<file path="src/sv/pbe_pkg.sv">
// Shared types, widths and register codes for the particle billboard expander.
package pbe_pkg;

  // Per-particle entries held between the front pipeline and the corner emitter.
  localparam int unsigned QUEUE_DEPTH = 4;

  localparam int unsigned POS_W  = 32;  // Q16.16 positions
  localparam int unsigned PUSH_W = 49;  // push component, Q.36 (axis*size*spin, summed)
  localparam int unsigned ACC_W  = 53;  // center*2^20 +- A +- B

  localparam logic [15:0] LIFE_ONE = 16'd32768;

  // Register indexes (paddr[5:3])
  typedef enum logic [2:0] {
    REG_RIGHT_AXIS  = 3'd0,
    REG_UP_AXIS     = 3'd1,
    REG_START_SIZE  = 3'd2,
    REG_END_SIZE    = 3'd3,
    REG_START_COLOR = 3'd4,
    REG_END_COLOR   = 3'd5
  } reg_idx_t;

  typedef struct packed {
    logic [47:0] right_axis;
    logic [47:0] up_axis;
    logic [15:0] start_size;
    logic [15:0] end_size;
    logic [31:0] start_color;
    logic [31:0] end_color;
  } cfg_t;

  // Input transaction, center_x in the low bits
  typedef struct packed {
    logic signed [15:0] spin_by;
    logic signed [15:0] spin_bx;
    logic signed [15:0] spin_ay;
    logic signed [15:0] spin_ax;
    logic        [15:0] life;
    logic signed [31:0] center_z;
    logic signed [31:0] center_y;
    logic signed [31:0] center_x;
  } particle_t;

  // One queued particle: everything the corner emitter needs
  typedef struct packed {
    logic signed [POS_W-1:0]  center_x;
    logic signed [POS_W-1:0]  center_y;
    logic signed [POS_W-1:0]  center_z;
    logic        [31:0]       color;
    logic signed [PUSH_W-1:0] pa_x;
    logic signed [PUSH_W-1:0] pa_y;
    logic signed [PUSH_W-1:0] pa_z;
    logic signed [PUSH_W-1:0] pb_x;
    logic signed [PUSH_W-1:0] pb_y;
    logic signed [PUSH_W-1:0] pb_z;
  } qent_t;

  // Output transaction, tex_u in the low bit
  typedef struct packed {
    logic signed [31:0] vert_z;
    logic signed [31:0] vert_y;
    logic signed [31:0] vert_x;
    logic        [7:0]  alpha_level;
    logic        [7:0]  blue;
    logic        [7:0]  green;
    logic        [7:0]  red;
    logic               tex_v;
    logic               tex_u;
  } corner_t;

endpackage

</file>
<file path="src/sv/pbe_queue.sv">
// Small particle queue between the front pipeline and the corner emitter.
module pbe_queue #(
  parameter int unsigned DEPTH = pbe_pkg::QUEUE_DEPTH
) (
  input  logic           clk,
  input  logic           rst_n,
  input  logic           push,
  input  pbe_pkg::qent_t push_data,
  input  logic           pop,
  output logic           head_valid,
  output pbe_pkg::qent_t head_data
);

  localparam int unsigned PTR_W = $clog2(DEPTH);
  localparam int unsigned CNT_W = $clog2(DEPTH + 1);

  pbe_pkg::qent_t   ent_r [DEPTH];
  logic [PTR_W-1:0] wr_ptr_r, rd_ptr_r;
  logic [CNT_W-1:0] cnt_r;

  // front credits guarantee no push into a full queue
  always_ff @(posedge clk) begin
    if (!rst_n) begin
      wr_ptr_r <= '0;
      rd_ptr_r <= '0;
      cnt_r    <= '0;
    end else begin
      if (push) begin
        wr_ptr_r <= (wr_ptr_r == PTR_W'(DEPTH - 1)) ? '0 : wr_ptr_r + 1'b1;
      end
      if (pop) begin
        rd_ptr_r <= (rd_ptr_r == PTR_W'(DEPTH - 1)) ? '0 : rd_ptr_r + 1'b1;
      end
      case ({push, pop})
        2'b10:   cnt_r <= cnt_r + 1'b1;
        2'b01:   cnt_r <= cnt_r - 1'b1;
        default: cnt_r <= cnt_r;
      endcase
    end
  end

  always_ff @(posedge clk) begin
    if (push) begin
      ent_r[wr_ptr_r] <= push_data;
    end
  end

  assign head_valid = (cnt_r != '0);
  assign head_data  = ent_r[rd_ptr_r];

endmodule

</file>
<file path="config.mk">
export PLATFORM = sky130hd
export DESIGN_NAME = pbe_queue
export DESIGN_NICKNAME = d
export VERILOG_FILES = /design/src/sv/pbe_pkg.sv /design/src/sv/pbe_queue.sv
export SDC_FILE = /design/constraint.sdc
export NUM_CORES = 1
export LEC_CHECK = 0
export ABC_AREA = 1
export BUFFER_PORTS_ARGS = -buffer_cell sky130_fd_sc_hd__buf_2
export CAP_MARGIN = 20
export CORE_AREA = 2 2 426 428
export CTS_BUF_LIST = sky130_fd_sc_hd__clkbuf_4
export CTS_CLUSTER_DIAMETER = 30
export DETAILED_ROUTE_END_ITERATION = 8
export DIE_AREA = 0 0 428 430
export GPL_TIMING_DRIVEN = 1
export MAX_ROUTING_LAYER = met4
export PLACE_DENSITY = 0.6
export SETUP_SLACK_MARGIN = 0.3
export SLEW_MARGIN = 20
export SYNTH_ARGS = -nofsm -noshare
export SYNTH_HDL_FRONTEND = slang
export SYNTH_SLANG_ARGS = --single-unit
</file>
<file path="constraint.sdc">
create_clock -name clk -period 13.1 [get_ports clk]
set_input_delay 2.62 -clock clk [delete_from_list [all_inputs] [get_ports clk]]
set_output_delay 2.62 -clock clk [all_outputs]
set_load 0.005 [all_outputs]
</file>
# == Yosys cells after proc, flatten, opt, wreduce, memory -nomap -nowiden ==
# Memories as Yosys holds them, arrays and structs flattened. A register that Yosys moved wholly into a read port is not among the register bits.
# Index checks and enable logic that the tools add are counted.
# word_totals
romBits,0
out_inout_bits,423
regBits,7
mem_bits_rw,1688
latchBits,0
input_bits,426
word_cells,21
n_memories,1
# mem_list
name,words,word_bits,rd,rd_clocked_by_memory_dff,wr,line,rtl
ent_r,4,422,1,1,1,pbe_queue.sv:17,pbe_pkg::qent_t ent_r [DEPTH];
# classes
n_mul,0
n_bitwise,0
n_shift,0
muxes,7
n_div,0
reduce_logical,2
magnitude_cmp,0
add_sub_neg,4
n_eq_ne,4
# ops
op,n
2-to-1 mux 2 bit,4
== test 2 bit (second input constant),3
case mux 3 bit (2 select lines),1
adder 2 x 1 -> 2 bit (second input constant),2
adder 3 x 1 -> 3 bit (second input constant),1
nonzero test 3 bit,1
subtractor 3 x 1 -> 3 bit (second input constant),1
== test 2 x 1 -> 1 bit (second input constant),1
2-to-1 mux 1 bit,2
nonzero test 2 bit,1

# == Logic depth before layout (Yosys ltp) ==
# depth
word_depth,4
mapped_depth,8

# == Worst setup path after synthesis ==
# Ideal clock, no wire load.
# synth_path
path_kind,input to register
from,input push
to,memory ent_r[3][0] (netlist name) (enable)
path_stages,2
t_arrival_ns,10.743
slack_ns,1.586
cell_sequence,nand2_1 inv_1
# synth_between
elab_chain_len,2
# synth_lines
item,line,rtl
from (decl),pbe_queue.sv:7,"input logic push,"
2-to-1 mux 1 bit,pbe_queue.sv:43,if (push) begin
2-to-1 mux 1 bit (not written as such),pbe_queue.sv:44,ent_r[wr_ptr_r] <= push_data;
to (decl),pbe_queue.sv:17,
# Every way passes these cells.

==> summary.txt <==
STA
  – Max-slew violation count: 0
  – Setup-failing EPs final: 0
  – Final Hold Fails: 0
  – Fin Clk Skew: 0.167 ns
  – Crit share post-route: 61.4%
  – Slew margin rel.: 16.3%
  – Minimum clock period: 8.04 ns
  – RSZ-0062 raised after global routing: false
  – Fmax: 124 MHz
  – Worst slew pin tran: 1.26 ns
  – TNS Setup: 0 ns

Synth
  – Yosys reg bits: 1697
  – Register area share after synthesis: 81.2%
  – Post-synthesis mux area share: 0%
  – Post-synth design cell area: 0.0626 sq mm
  – Largest family of logic cells by synthesized area: compound AO/OA/AOI/OAI gates
  – Yosys top cell area share: 80.9%
  – Synth Warn #: 0
  – Compound-Gate Fraction of Synth Area: 11.0%
  – Avg Cell Area, Syn: 15.1 sq um
  – Xor/xnor share of the synthesized area: 0.0140%
  – Largest cells by area after synthesis: edfxtp_1 (81%), o21ai_0 (6.2%), nor2_1 (5.1%)
  – Post-synthesis simple-gate area fraction: 5.20%
  – Syn nets: 4573
  – Post-Synth Adder-Cell Area: 0.152%
  – Dominant cell type by area after synthesis: edfxtp_1
  – Gate Count Post-Synth: 4140
  – Library cells used by synthesis: 22

Routing
  – Routed length on met3: 11200 microns
  – Drt pass-1 iters: 5
  – Highest metal layer with signal wires: met4
  – DRT met1 WL: 65000 microns
  – Met2 wire length: 83000 microns
  – Final wirelength: 167000 microns
  – DR iter-0 viols: 2967
  – Via-to-Cell Ratio: 5.02
  – DRC viols: 0
  – Average wire per standard cell: 21.1 microns
  – Routed via count: 39800
  – ANT nets after route: 0

Global route
  – Vias in the first global route: 38500
  – Gr ovfl total: 0
  – Largest net degree at the start of global routing: 331
  – First-pass GRT wire length: 243000 microns
  – Gr usage total: 18.0%
  – Initial antenna violation count: 78

Cells and area
  – Fin util: 41.4%
  – Non-filler cells, final: 7933
  – Commonest cells after routing, fill and taps aside: edfxtp_1 (1688), nor2_1 (854), buf_2 (848)
  – P&R area growth vs syn: 18.8%
  – Final nets: 5636
  – Commonest non-fill, non-tap cell in the layout: edfxtp_1
  – Layout cells sized above 1: 28.6%

Critical path
  – Setup slack, reg-to-reg: 9.31 ns
  – CP max-delay cell: buf_4
  – CP peak stage delay: 0.77 ns
  – Setup CP Type: reg2out
  – Capture point of the worst reg-to-reg path: ent_r[2][148]
  – Setup crit end kind: primary output
  – Worst EP arrival: 5.42 ns
  – Critical-path cell list: clkinv_16 > buf_4 > buf_12 > o21ai_0 > o22ai_1 > buf_2
  – Worst R2R Path Depth: 6
  – CP Data Required Time: 10.48 ns
  – Startpoint type of the worst setup path: flop
  – RR Startpoint: wr_ptr_r[0]
  – CP max FO: 330

Floorplanning
  – Initial Util: 34.8%
  – # IOs: 849
  – DIE WIDTH: 428 microns
  – Die ar.: 0.184 sq mm
  – Rows: 156
  – Die Ht: 430 microns
  – Core ar.: 0.180 sq mm

Clocking
  – Worst-path clk slew: 0.07 ns
  – Hold_buf cts: 0
  – Post_cts resized: 0
  – Clock tree buffer depth: 4
  – CTS tree: done
  – Clock Latency Late Sink: 1.46 ns
  – H-tree levels: 5
  – Clk sink count: 1697
  – Post-CTS Setup Bufs: 0
  – CTS Buf Count: 450
  – CTS root buf: clkbuf_4

Min path
  – Hold Path Stages: 2
  – Hold_sp: rd_ptr_r[0]
  – Worst hold-check path type: reg2reg

Run
  – Max-cap violations: 0

Power and ir drop
  – Leakage: 25.9 nW
  – Max VDD drop: 0.0000905 V
  – Pwr Density: 159 mW/mm^2

Place
  – HPWL after detailed placement: 97100 microns
  – Placed Instances: 7120
  – GP Congestion: 0.866
  – PortBufs: 848

Outcome
  – Outcome: finished, final reports clean
-- metrics by stage --
step | total power, mW | hold WS, ns | setup slack, ns | area, sq um
after floorplan | 7.07 | 0.469 | 1.59 | 62600
after global placement | 7.56 | 0.493 | 6.71 | 68900
after detailed placement | 7.58 | 0.502 | 6.61 | 68900
after CTS | 12.0 | 0.471 | 4.93 | 74200
after global routing | 12.3 | 0.515 | 4.59 | 74300
final | 11.8 | 0.462 | 5.06 | 74400
-- area by class of cell --
cell class | instances | area [sq um]
fill | 16800 | 105000
sequential | 1697 | 50900
multi-input combinational | 2148 | 10300
clock buffer | 636 | 4770
timing repair buffer | 891 | 4670
tap | 2370 | 2970
clock inverter | 112 | 554
antenna | 64 | 160
inverter | 15 | 120
-- Yosys cell counts --
cell type and n:
a21oi_1 3, buf_12 1, buf_2 75, buf_4 14, buf_6 26, buf_8 2, clkbuf_1 162, dfxtp_1 9
edfxtp_1 1688, fa_1 1, ha_1 6, inv_1 13, inv_2 1, inv_6 1, nand2_1 11, nand4_1 1
nor2_1 854, nor3_1 1, o21ai_0 776, o21ai_1 72, o22ai_1 422, xnor2_1 1
-- critical path, delay by kind of cell (launching register included) --
family	cells	cell delay [ns]
compound gates	2	0.50
flops	1	0.75
buf+inv	4	1.81
-- report_power, final --
| group | internal (mW) | total (mW) | switching [mW] |
|---|---|---|---|
| logic | 0.354 | 1.14 | 0.781 |
| registers | 6.25 | 6.31 | 0.0558 |
| clock network | 2.27 | 4.35 | 2.08 |
| total | 8.88 | 11.8 | 2.92 |
-- worst max-delay path by stage --
stage | slack [ns] | cells after the start | to
floorplan | 1.59 | 2 | ent_r[3][0]
global placement | 6.71 | 6 | head_data[171]
detailed placement | 6.61 | 6 | head_data[295]
CTS | 4.93 | 6 | head_data[295]
global route | 4.59 | 6 | head_data[179]
finish | 5.06 | 6 | head_data[236]
-- sequential cells by signal (all words and copies together), names as in the netlist, named ones only --
name	cells
cnt_r	3
rd_ptr_r	2
ent_r	1688
wr_ptr_r	2
-- kinds of logic after synthesis --
logic type / count (synthesis)
AND/OR/NAND/NOR: 867
flip-flops: 1697
XOR/XNOR: 1
adder cells (fa/ha/maj): 7
AO/OA/AOI/OAI: 1273
buffers and inverters: 295
-- layer usage --
layer / GRT usage [%] / vias to the layer above
li1: - / 18200
met1: 20.4 / 19700
met2: 28.8 / 1481
met3: 5.08 / 405
met4: 9.70 / 0
met5: - / -
Power figures use the tool's default switching activity.
