### config.mk
export PLATFORM = sky130hd
export DESIGN_NAME = pbe_back
export DESIGN_NICKNAME = d
export VERILOG_FILES = /design/src/sv/pbe_pkg.sv /design/src/sv/pbe_back.sv
export SDC_FILE = /design/constraint.sdc
export NUM_CORES = 1
export LEC_CHECK = 0
export BUFFER_PORTS_ARGS = -buffer_cell sky130_fd_sc_hd__clkbuf_2
export CAP_MARGIN = 5
export CORE_UTILIZATION = 45
export DETAILED_ROUTE_END_ITERATION = 10
export HOLD_SLACK_MARGIN = 0.05
export PLACE_DENSITY = 0.7
export SLEW_MARGIN = 20
export SYNTH_ARGS = -nofsm -noshare
export SYNTH_HDL_FRONTEND = slang
export SYNTH_SLANG_ARGS = --single-unit
### constraint.sdc
create_clock -name clk -period 7.15 [get_ports clk]
set_clock_uncertainty 0.2 [all_clocks]
set_input_delay 0.715 -clock clk [delete_from_list [all_inputs] [get_ports clk]]
set_output_delay 0.715 -clock clk [all_outputs]
set_load 0.05 [all_outputs]
### src/sv/pbe_pkg.sv
// Shared types, widths and register codes for the particle billboard expander.
package pbe_pkg;

  // Per-particle entries held between the front pipeline and the corner emitter.
  localparam int unsigned QUEUE_DEPTH = 4;

  localparam int unsigned POS_W  = 32;  // Q16.16 positions
  localparam int unsigned PUSH_W = 49;  // push component, Q.36 (axis*size*spin, summed)
  localparam int unsigned ACC_W  = 53;  // center*2^20 +- A +- B

  localparam logic [15:0] LIFE_ONE = 16'd32768;

  // Register indexes (paddr[5:3])
  typedef enum logic [2:0] {
    REG_RIGHT_AXIS  = 3'd0,
    REG_UP_AXIS     = 3'd1,
    REG_START_SIZE  = 3'd2,
    REG_END_SIZE    = 3'd3,
    REG_START_COLOR = 3'd4,
    REG_END_COLOR   = 3'd5
  } reg_idx_t;

  typedef struct packed {
    logic [47:0] right_axis;
    logic [47:0] up_axis;
    logic [15:0] start_size;
    logic [15:0] end_size;
    logic [31:0] start_color;
    logic [31:0] end_color;
  } cfg_t;

  // Input transaction, center_x in the low bits
  typedef struct packed {
    logic signed [15:0] spin_by;
    logic signed [15:0] spin_bx;
    logic signed [15:0] spin_ay;
    logic signed [15:0] spin_ax;
    logic        [15:0] life;
    logic signed [31:0] center_z;
    logic signed [31:0] center_y;
    logic signed [31:0] center_x;
  } particle_t;

  // One queued particle: everything the corner emitter needs
  typedef struct packed {
    logic signed [POS_W-1:0]  center_x;
    logic signed [POS_W-1:0]  center_y;
    logic signed [POS_W-1:0]  center_z;
    logic        [31:0]       color;
    logic signed [PUSH_W-1:0] pa_x;
    logic signed [PUSH_W-1:0] pa_y;
    logic signed [PUSH_W-1:0] pa_z;
    logic signed [PUSH_W-1:0] pb_x;
    logic signed [PUSH_W-1:0] pb_y;
    logic signed [PUSH_W-1:0] pb_z;
  } qent_t;

  // Output transaction, tex_u in the low bit
  typedef struct packed {
    logic signed [31:0] vert_z;
    logic signed [31:0] vert_y;
    logic signed [31:0] vert_x;
    logic        [7:0]  alpha_level;
    logic        [7:0]  blue;
    logic        [7:0]  green;
    logic        [7:0]  red;
    logic               tex_v;
    logic               tex_u;
  } corner_t;

endpackage

### src/sv/pbe_back.sv
// Corner emitter: four corners per queued particle into an output register.
module pbe_back (
  input  logic            clk,
  input  logic            rst_n,
  input  logic            head_valid,
  input  pbe_pkg::qent_t  head_data,
  output logic            pop,
  output logic            out_valid,
  input  logic            out_ready,
  output pbe_pkg::corner_t out_corner,
  output logic            out_last
);

  localparam int unsigned PUSH_W = pbe_pkg::PUSH_W;
  localparam int unsigned ACC_W  = pbe_pkg::ACC_W;

  logic [1:0]        k_r;
  logic              ov_r;
  logic              last_r;
  pbe_pkg::corner_t  corner_r;
  pbe_pkg::corner_t  corner_nxt;
  logic              load;

  // center*2^20 +- pa +- pb, rounded half up to Q16.16, saturated
  function automatic logic signed [31:0] corner_coord(
    input logic signed [31:0]       ctr,
    input logic signed [PUSH_W-1:0] pa,
    input logic signed [PUSH_W-1:0] pb,
    input logic                     cu,
    input logic                     cv
  );
    logic signed [ACC_W-1:0] acc;
    logic signed [ACC_W-1:0] pa_x;
    logic signed [ACC_W-1:0] pb_x;
    logic signed [32:0]      q;
    acc  = {ctr[31], ctr, 20'd0};
    pa_x = {{(ACC_W-PUSH_W){pa[PUSH_W-1]}}, pa};
    pb_x = {{(ACC_W-PUSH_W){pb[PUSH_W-1]}}, pb};
    acc  = acc + (cu ? pa_x : -pa_x) + (cv ? pb_x : -pb_x) + ACC_W'(524288);
    q    = acc[ACC_W-1:20];
    if (q[32] != q[31]) begin
      corner_coord = q[32] ? 32'sh8000_0000 : 32'sh7fff_ffff;
    end else begin
      corner_coord = q[31:0];
    end
  endfunction

  assign load = head_valid && (!ov_r || out_ready);
  assign pop  = load && (k_r == 2'd3);

  always_comb begin
    corner_nxt.tex_u       = k_r[0];
    corner_nxt.tex_v       = k_r[1];
    corner_nxt.red         = head_data.color[7:0];
    corner_nxt.green       = head_data.color[15:8];
    corner_nxt.blue        = head_data.color[23:16];
    corner_nxt.alpha_level = head_data.color[31:24];
    corner_nxt.vert_x = corner_coord(head_data.center_x, head_data.pa_x, head_data.pb_x,
                                     k_r[0], k_r[1]);
    corner_nxt.vert_y = corner_coord(head_data.center_y, head_data.pa_y, head_data.pb_y,
                                     k_r[0], k_r[1]);
    corner_nxt.vert_z = corner_coord(head_data.center_z, head_data.pa_z, head_data.pb_z,
                                     k_r[0], k_r[1]);
  end

  always_ff @(posedge clk) begin
    if (!rst_n) begin
      k_r  <= '0;
      ov_r <= 1'b0;
    end else begin
      if (load) begin
        k_r  <= k_r + 1'b1;
        ov_r <= 1'b1;
      end else if (out_ready) begin
        ov_r <= 1'b0;
      end
    end
  end

  always_ff @(posedge clk) begin
    if (load) begin
      corner_r <= corner_nxt;
      last_r   <= (k_r == 2'd3);
    end
  end

  assign out_valid  = ov_r;
  assign out_corner = corner_r;
  assign out_last   = last_r;

endmodule
# Word level (Yosys, flattened, before mapping)
# Index checks and enable logic that the tools add are counted.
# totals
ff_bits	134
input_bits	426
out_inout_bits	133
word_cells	51
# op_classes
n_addsub	16
n_eq_ne	4
mux	14
reduce_logical	5
# op_table
cell	n
2-to-1 mux 53 bit	6
negator 49 -> 53 bit	6
2-to-1 mux 32 bit	6
adder 52 x 53 -> 53 bit	3
adder 53 x 21 -> 53 bit, second input constant	3
adder 53 bit	3
inequality test 1 bit	3
adder 2 x 1 -> 2 bit, second input constant	1
equality test 2 bit, second input constant	1
logical AND 1 bit	2
2-to-1 mux 1 bit	2
nonzero test 2 bit	1
logical NOT 1 bit	1
logical OR 1 bit	1

# Longest topological paths before layout
# depth
ltp_word	7
mapped_depth	26
mapped_depth_nobuf	23

# Worst setup path after synthesis
# OpenSTA, ideal clock, no wires.
# synth_timing
kind	input to register
start	in head_data[198] (netlist bit)
end	reg corner_r (netlist bit out_corner[77]) (data pin)
setup_ps	270
arrival_time_ps	6085
t_required_ps	6680
path_slack_ps	594
stages	22
path_buffers	1
cell_sequence	nor4_1 nand2_1 nor4_1 nand2_1 nor2_1 and2_1 a21oi_1 xnor2_1 fa_1 inv_1 ha_1 a21o_1 a21o_1 a21o_1 a211o_1 or4_1 a32o_1 a311oi_1 xnor2_1 nor2_1 buf_2 a21oi_1
# synth_rtl
item	line	source
start, declared	pbe_back.sv:6	input pbe_pkg::qent_t head_data,
end signal, assigned	pbe_back.sv:82	corner_r <= corner_nxt;
end, declared	pbe_back.sv:20	pbe_pkg::corner_t corner_r;

==> metrics.txt <==
# TYPE chip_impl_metric gauge
chip_impl_metric{name="effective_utilization_at_floorplan",unit=""} 0.457
chip_impl_info{name="synth_top_flop_cell",value="sky130_fd_sc_hd__edfxtp_1"} 1
chip_impl_metric{name="crit_required",unit="ps"} 7150
chip_impl_metric{name="cp_num_buf_inv",unit=""} 4
chip_impl_metric{name="detail_route.iter0.violations",unit=""} 1753
chip_impl_metric{name="ios",unit=""} 559
chip_impl_metric{name="synth_adder_area_share",unit=""} 0.213
chip_impl_metric{name="clock_sinks",unit=""} 134
chip_impl_metric{name="postCtsHoldBufs",unit=""} 0
chip_impl_metric{name="layout-drive-gt1-share",unit=""} 0.203
chip_impl_metric{name="finalCriticalPeriod",unit="ps"} 6580
chip_impl_metric{name="synth-async-reset-ratio",unit=""} 0
chip_impl_metric{name="synth.ff_latch_count",unit=""} 134
chip_impl_metric{name="synth.yosys.seq_area_share",unit=""} 0.183
chip_impl_metric{name="yosys.area_share.simple",unit=""} 0.166
chip_impl_info{name="layout_common_cells",value="sky130_fd_sc_hd__clkbuf_2, sky130_fd_sc_hd__inv_1, sky130_fd_sc_hd__a21oi_1"} 1
chip_impl_metric{name="largest_net_degree_at_the_start_of_global_routing",unit=""} 146
chip_impl_metric{name="worst-slew-pin-transition",unit="ps"} 1050
chip_impl_info{name="critical-path-top-delay-family",value="simple AND/OR/NAND/NOR gates"} 1
chip_impl_metric{name="detailedRoute.firstPassIterationCount",unit=""} 5
chip_impl_metric{name="cts_repair_resize_count",unit=""} 0
chip_impl_metric{name="drt-total-wl",unit="um"} 71900
chip_impl_metric{name="final_critical_path_setup_slack",unit="ps"} 574
chip_impl_metric{name="synth_compound_area_frac",unit=""} 0.195
chip_impl_metric{name="static_leakage",unit="nW"} 12.2
chip_impl_info{name="crit_chain",value="clkbuf_2 -> nor4_1 -> nand2_1 -> nor4_1 -> buf_4 -> nand2_1 -> nor2_1 -> and2_1 -> a21oi_1 -> xnor2_1 -> fa_1 -> inv_1 -> ha_1 -> a21o_1 -> a21o_1 -> a21o_1 -> a211o_1 -> or4_1 -> a32o_1 -> a311oi_1 -> xnor2_1 -> nor2_1 -> buf_4 -> o21ai_0"} 1
chip_impl_metric{name="drcViolationCount",unit=""} 0
chip_impl_metric{name="place_hpwl",unit="um"} 60600
chip_impl_metric{name="synth_cell_types",unit=""} 81
chip_impl_metric{name="globalplace.congestion",unit=""} 0.956
chip_impl_info{name="critPathLaunchType",value="input port"} 1
chip_impl_info{name="layout.cells.most_common",value="sky130_fd_sc_hd__clkbuf_2"} 1
chip_impl_metric{name="cp.arrival",unit="ps"} 6580
chip_impl_metric{name="relSlewSlack",unit=""} 0.297
chip_impl_metric{name="route.detailed.vias_per_inst",unit=""} 5.54
chip_impl_metric{name="cts.repair_timing.setup_buffer_count",unit=""} 0
chip_impl_metric{name="routed_length_per_instance",unit="um"} 18.4
chip_impl_metric{name="htreeDepth",unit=""} 4
chip_impl_metric{name="max-vdd-ir-drop",unit="uV"} 211
chip_impl_metric{name="syn2layout_area_growth",unit="%"} 19.0
chip_impl_metric{name="maxCapViolCount",unit=""} 0
chip_impl_info{name="synth_top_family_by_area",value="adder cells"} 1
chip_impl_info{name="hp-class",value="in -> reg"} 1
chip_impl_metric{name="grt_pass1_vias",unit=""} 20900
chip_impl_metric{name="syn-cell-area",unit="um2"} 21800
chip_impl_metric{name="clock_latency",unit="ps"} 480
chip_impl_metric{name="numCtsBuffers",unit=""} 17
chip_impl_info{name="synth_top_cell_by_area",value="sky130_fd_sc_hd__edfxtp_1"} 1
chip_impl_metric{name="initial_antenna_violation_count",unit=""} 13
chip_impl_metric{name="cts_max_path_buffers",unit=""} 2
chip_impl_metric{name="grt_first_pass_wirelength",unit="um"} 112000
chip_impl_metric{name="finalSetupTns",unit="ps"} 0
chip_impl_info{name="cts_tree",value="yes"} 1
chip_impl_metric{name="synth-xor-area-share",unit=""} 0.157
chip_impl_info{name="timing.critical_path.slowest_stage_cell",value="sky130_fd_sc_hd__or4_1"} 1
chip_impl_metric{name="synth-edff-count",unit=""} 131
chip_impl_metric{name="layout_worst_path_cycle_share",unit=""} 0.920
chip_impl_metric{name="antenna_violating_nets_post_route",unit=""} 0
chip_impl_info{name="path_class",value="in -> reg"} 1
chip_impl_metric{name="core",unit="um2"} 47700
chip_impl_info{name="crit_path_frequent_cell",value="sky130_fd_sc_hd__a21o_1"} 1
chip_impl_metric{name="synth_top_area_share",unit=""} 0.180
chip_impl_metric{name="via_count",unit=""} 21700
chip_impl_metric{name="synth_fp_nets",unit=""} 3464
chip_impl_metric{name="dp_slack",unit="ps"} 166
chip_impl_metric{name="chipWidth",unit="um"} 222
chip_impl_metric{name="worst-path-max-fanout",unit=""} 27
chip_impl_info{name="run_status",value="finished clean"} 1
chip_impl_metric{name="timing.critical_path.slowest_cell_delay",unit="ps"} 630
chip_impl_metric{name="total_of_buffers_placed_on_input_and_output_ports",unit=""} 558
chip_impl_metric{name="grt_remaining_overflow",unit=""} 0
chip_impl_info{name="worst_setup_path_end_kind",value="flop"} 1
chip_impl_metric{name="nNetsFinal",unit=""} 4006
chip_impl_metric{name="path_clk_slew",unit="ps"} 70
chip_impl_metric{name="syn_area_per_cell",unit="um2"} 8.00
chip_impl_metric{name="die-area",unit="um2"} 49400
chip_impl_metric{name="multiplexer_fraction_of_the_synthesized_cell_area",unit=""} 0.00676
chip_impl_metric{name="track_usage",unit=""} 0.289
chip_impl_metric{name="power_density",unit="nW/um2"} 342
chip_impl_metric{name="synthesis.yosys.warnings",unit=""} 0
chip_impl_metric{name="finalSetupViolations",unit=""} 0
chip_impl_metric{name="syn-instance-count",unit=""} 2728
chip_impl_metric{name="achievable-frequency",unit="MHz"} 152
chip_impl_metric{name="die_y",unit="um"} 222
chip_impl_metric{name="finalHoldViolations",unit=""} 0
chip_impl_info{name="synthTopCellsByArea",value="sky130_fd_sc_hd__edfxtp_1, sky130_fd_sc_hd__ha_1, sky130_fd_sc_hd__xnor2_1, sky130_fd_sc_hd__fa_1, sky130_fd_sc_hd__a21oi_1"} 1
chip_impl_metric{name="timing_max_transition_violations_final",unit=""} 0
chip_impl_metric{name="rows",unit=""} 80
chip_impl_info{name="cts-root-buf",value="sky130_fd_sc_hd__clkbuf_16"} 1
chip_impl_info{name="rsz_0062_raised_after_global_routing",value="no"} 1
kinds of logic (layout without fill, tap and decap cells):
group | Yosys count | in the layout
fa+ha+maj | 316 | 316
other cells | 0 | 11
compound gates | 708 | 708
flops | 134 | 134
buf+inv | 445 | 1000
mux | 13 | 13
xor+xnor | 385 | 385
simple gates | 727 | 727
sequential cells by signal, summed over array words and instances, names as in the netlist:
name and cells:
out_corner 130, k_r 2, out_last 1, out_valid 1
worst reg2reg max path, cell delays in order, from the launching register on:
cell and delay (ps):
sky130_fd_sc_hd__dfxtp_4 470, sky130_fd_sc_hd__inv_1 780, sky130_fd_sc_hd__o21ai_0 270, sky130_fd_sc_hd__xnor2_1 240, sky130_fd_sc_hd__ha_1 260, sky130_fd_sc_hd__ha_1 320
sky130_fd_sc_hd__a21oi_1 220, sky130_fd_sc_hd__o21ai_0 130, sky130_fd_sc_hd__a221oi_1 650, sky130_fd_sc_hd__a21oi_1 180, sky130_fd_sc_hd__nor3_1 360, sky130_fd_sc_hd__o211ai_1 180
sky130_fd_sc_hd__a41oi_1 450, sky130_fd_sc_hd__xnor2_4 210, sky130_fd_sc_hd__nor2_8 390, sky130_fd_sc_hd__o21ai_0 190
metal layers:
layer,vias to the layer above,global-route usage,part of all wire
li1,10600,-,-
met1,10100,0.373,0.42
met2,844,0.481,0.47
met3,99,0.0633,0.081
met4,12,0.0887,0.024
met5,-,0,0.0012
where the power goes:
group / internal (mW) / switching (mW) / leakage [nW]
combinational: 2.21 / 4.21 / 10.7
clock: 0.456 / 0.418 / 0.266
sequential: 1.45 / 0.152 / 1.29
total: 4.11 / 4.78 / 12.2
final timing paths:
kind	startpoint	to	slack (ps)	depth (start not counted)
min reg2reg	out_valid	out_valid	340	2
min	head_data[295]	out_corner[3]	210	1
max	head_data[202]	out_corner[88]	570	24
max reg2reg	k_r[1]	out_corner[115]	1350	15
cell type report:
type | count | area (um2)
Fill cell | 4636 | 21800
Multi-Input combinational cell | 2149 | 16100
Sequential cell | 134 | 4000
Timing Repair Buffer | 594 | 3090
Inverter | 374 | 1410
Tap cell | 615 | 769
Clock buffer | 17 | 425
Clock inverter | 15 | 135
Antenna cell | 11 | 27.5
cell usage after synthesis (18+ instances only):
cell type                  number
sky130_fd_sc_hd__nand3_1       32
sky130_fd_sc_hd__a21oi_1      350
sky130_fd_sc_hd__xor2_1       140
sky130_fd_sc_hd__o21ai_0       90
sky130_fd_sc_hd__nor3_1        98
sky130_fd_sc_hd__a211oi_1      20
sky130_fd_sc_hd__nor4_1        38
sky130_fd_sc_hd__nand2b_1      19
sky130_fd_sc_hd__nor2_1       261
sky130_fd_sc_hd__clkbuf_1      46
sky130_fd_sc_hd__edfxtp_1     131
sky130_fd_sc_hd__and3_1        27
sky130_fd_sc_hd__a21o_1        75
sky130_fd_sc_hd__and2_1        18
sky130_fd_sc_hd__nand4_1       36
sky130_fd_sc_hd__a31oi_1       39
sky130_fd_sc_hd__or4_1         23
sky130_fd_sc_hd__inv_1        374
sky130_fd_sc_hd__xnor2_1      241
sky130_fd_sc_hd__fa_1          96
sky130_fd_sc_hd__nand2_1      105
sky130_fd_sc_hd__ha_1         214
metrics by stage:
| step | total power, mW | instances | area [um2] | hold WS, ps | util |
|---|---|---|---|---|---|
| final | 8.89 | 3909 | 26000 | 214 | 0.544 |
| after global routing | 9.54 | 3903 | 26000 | 190 | 0.544 |
| after CTS | 8.85 | 3898 | 25900 | 190 | 0.543 |
| after detailed placement | 7.94 | 3866 | 25400 | 332 | 0.531 |
| after global placement | 7.89 | 3866 | 25400 | 335 | 0.531 |
| after floorplan | 6.39 | 2728 | 21800 | 235 | - |
Power figures use the tool's default switching activity.
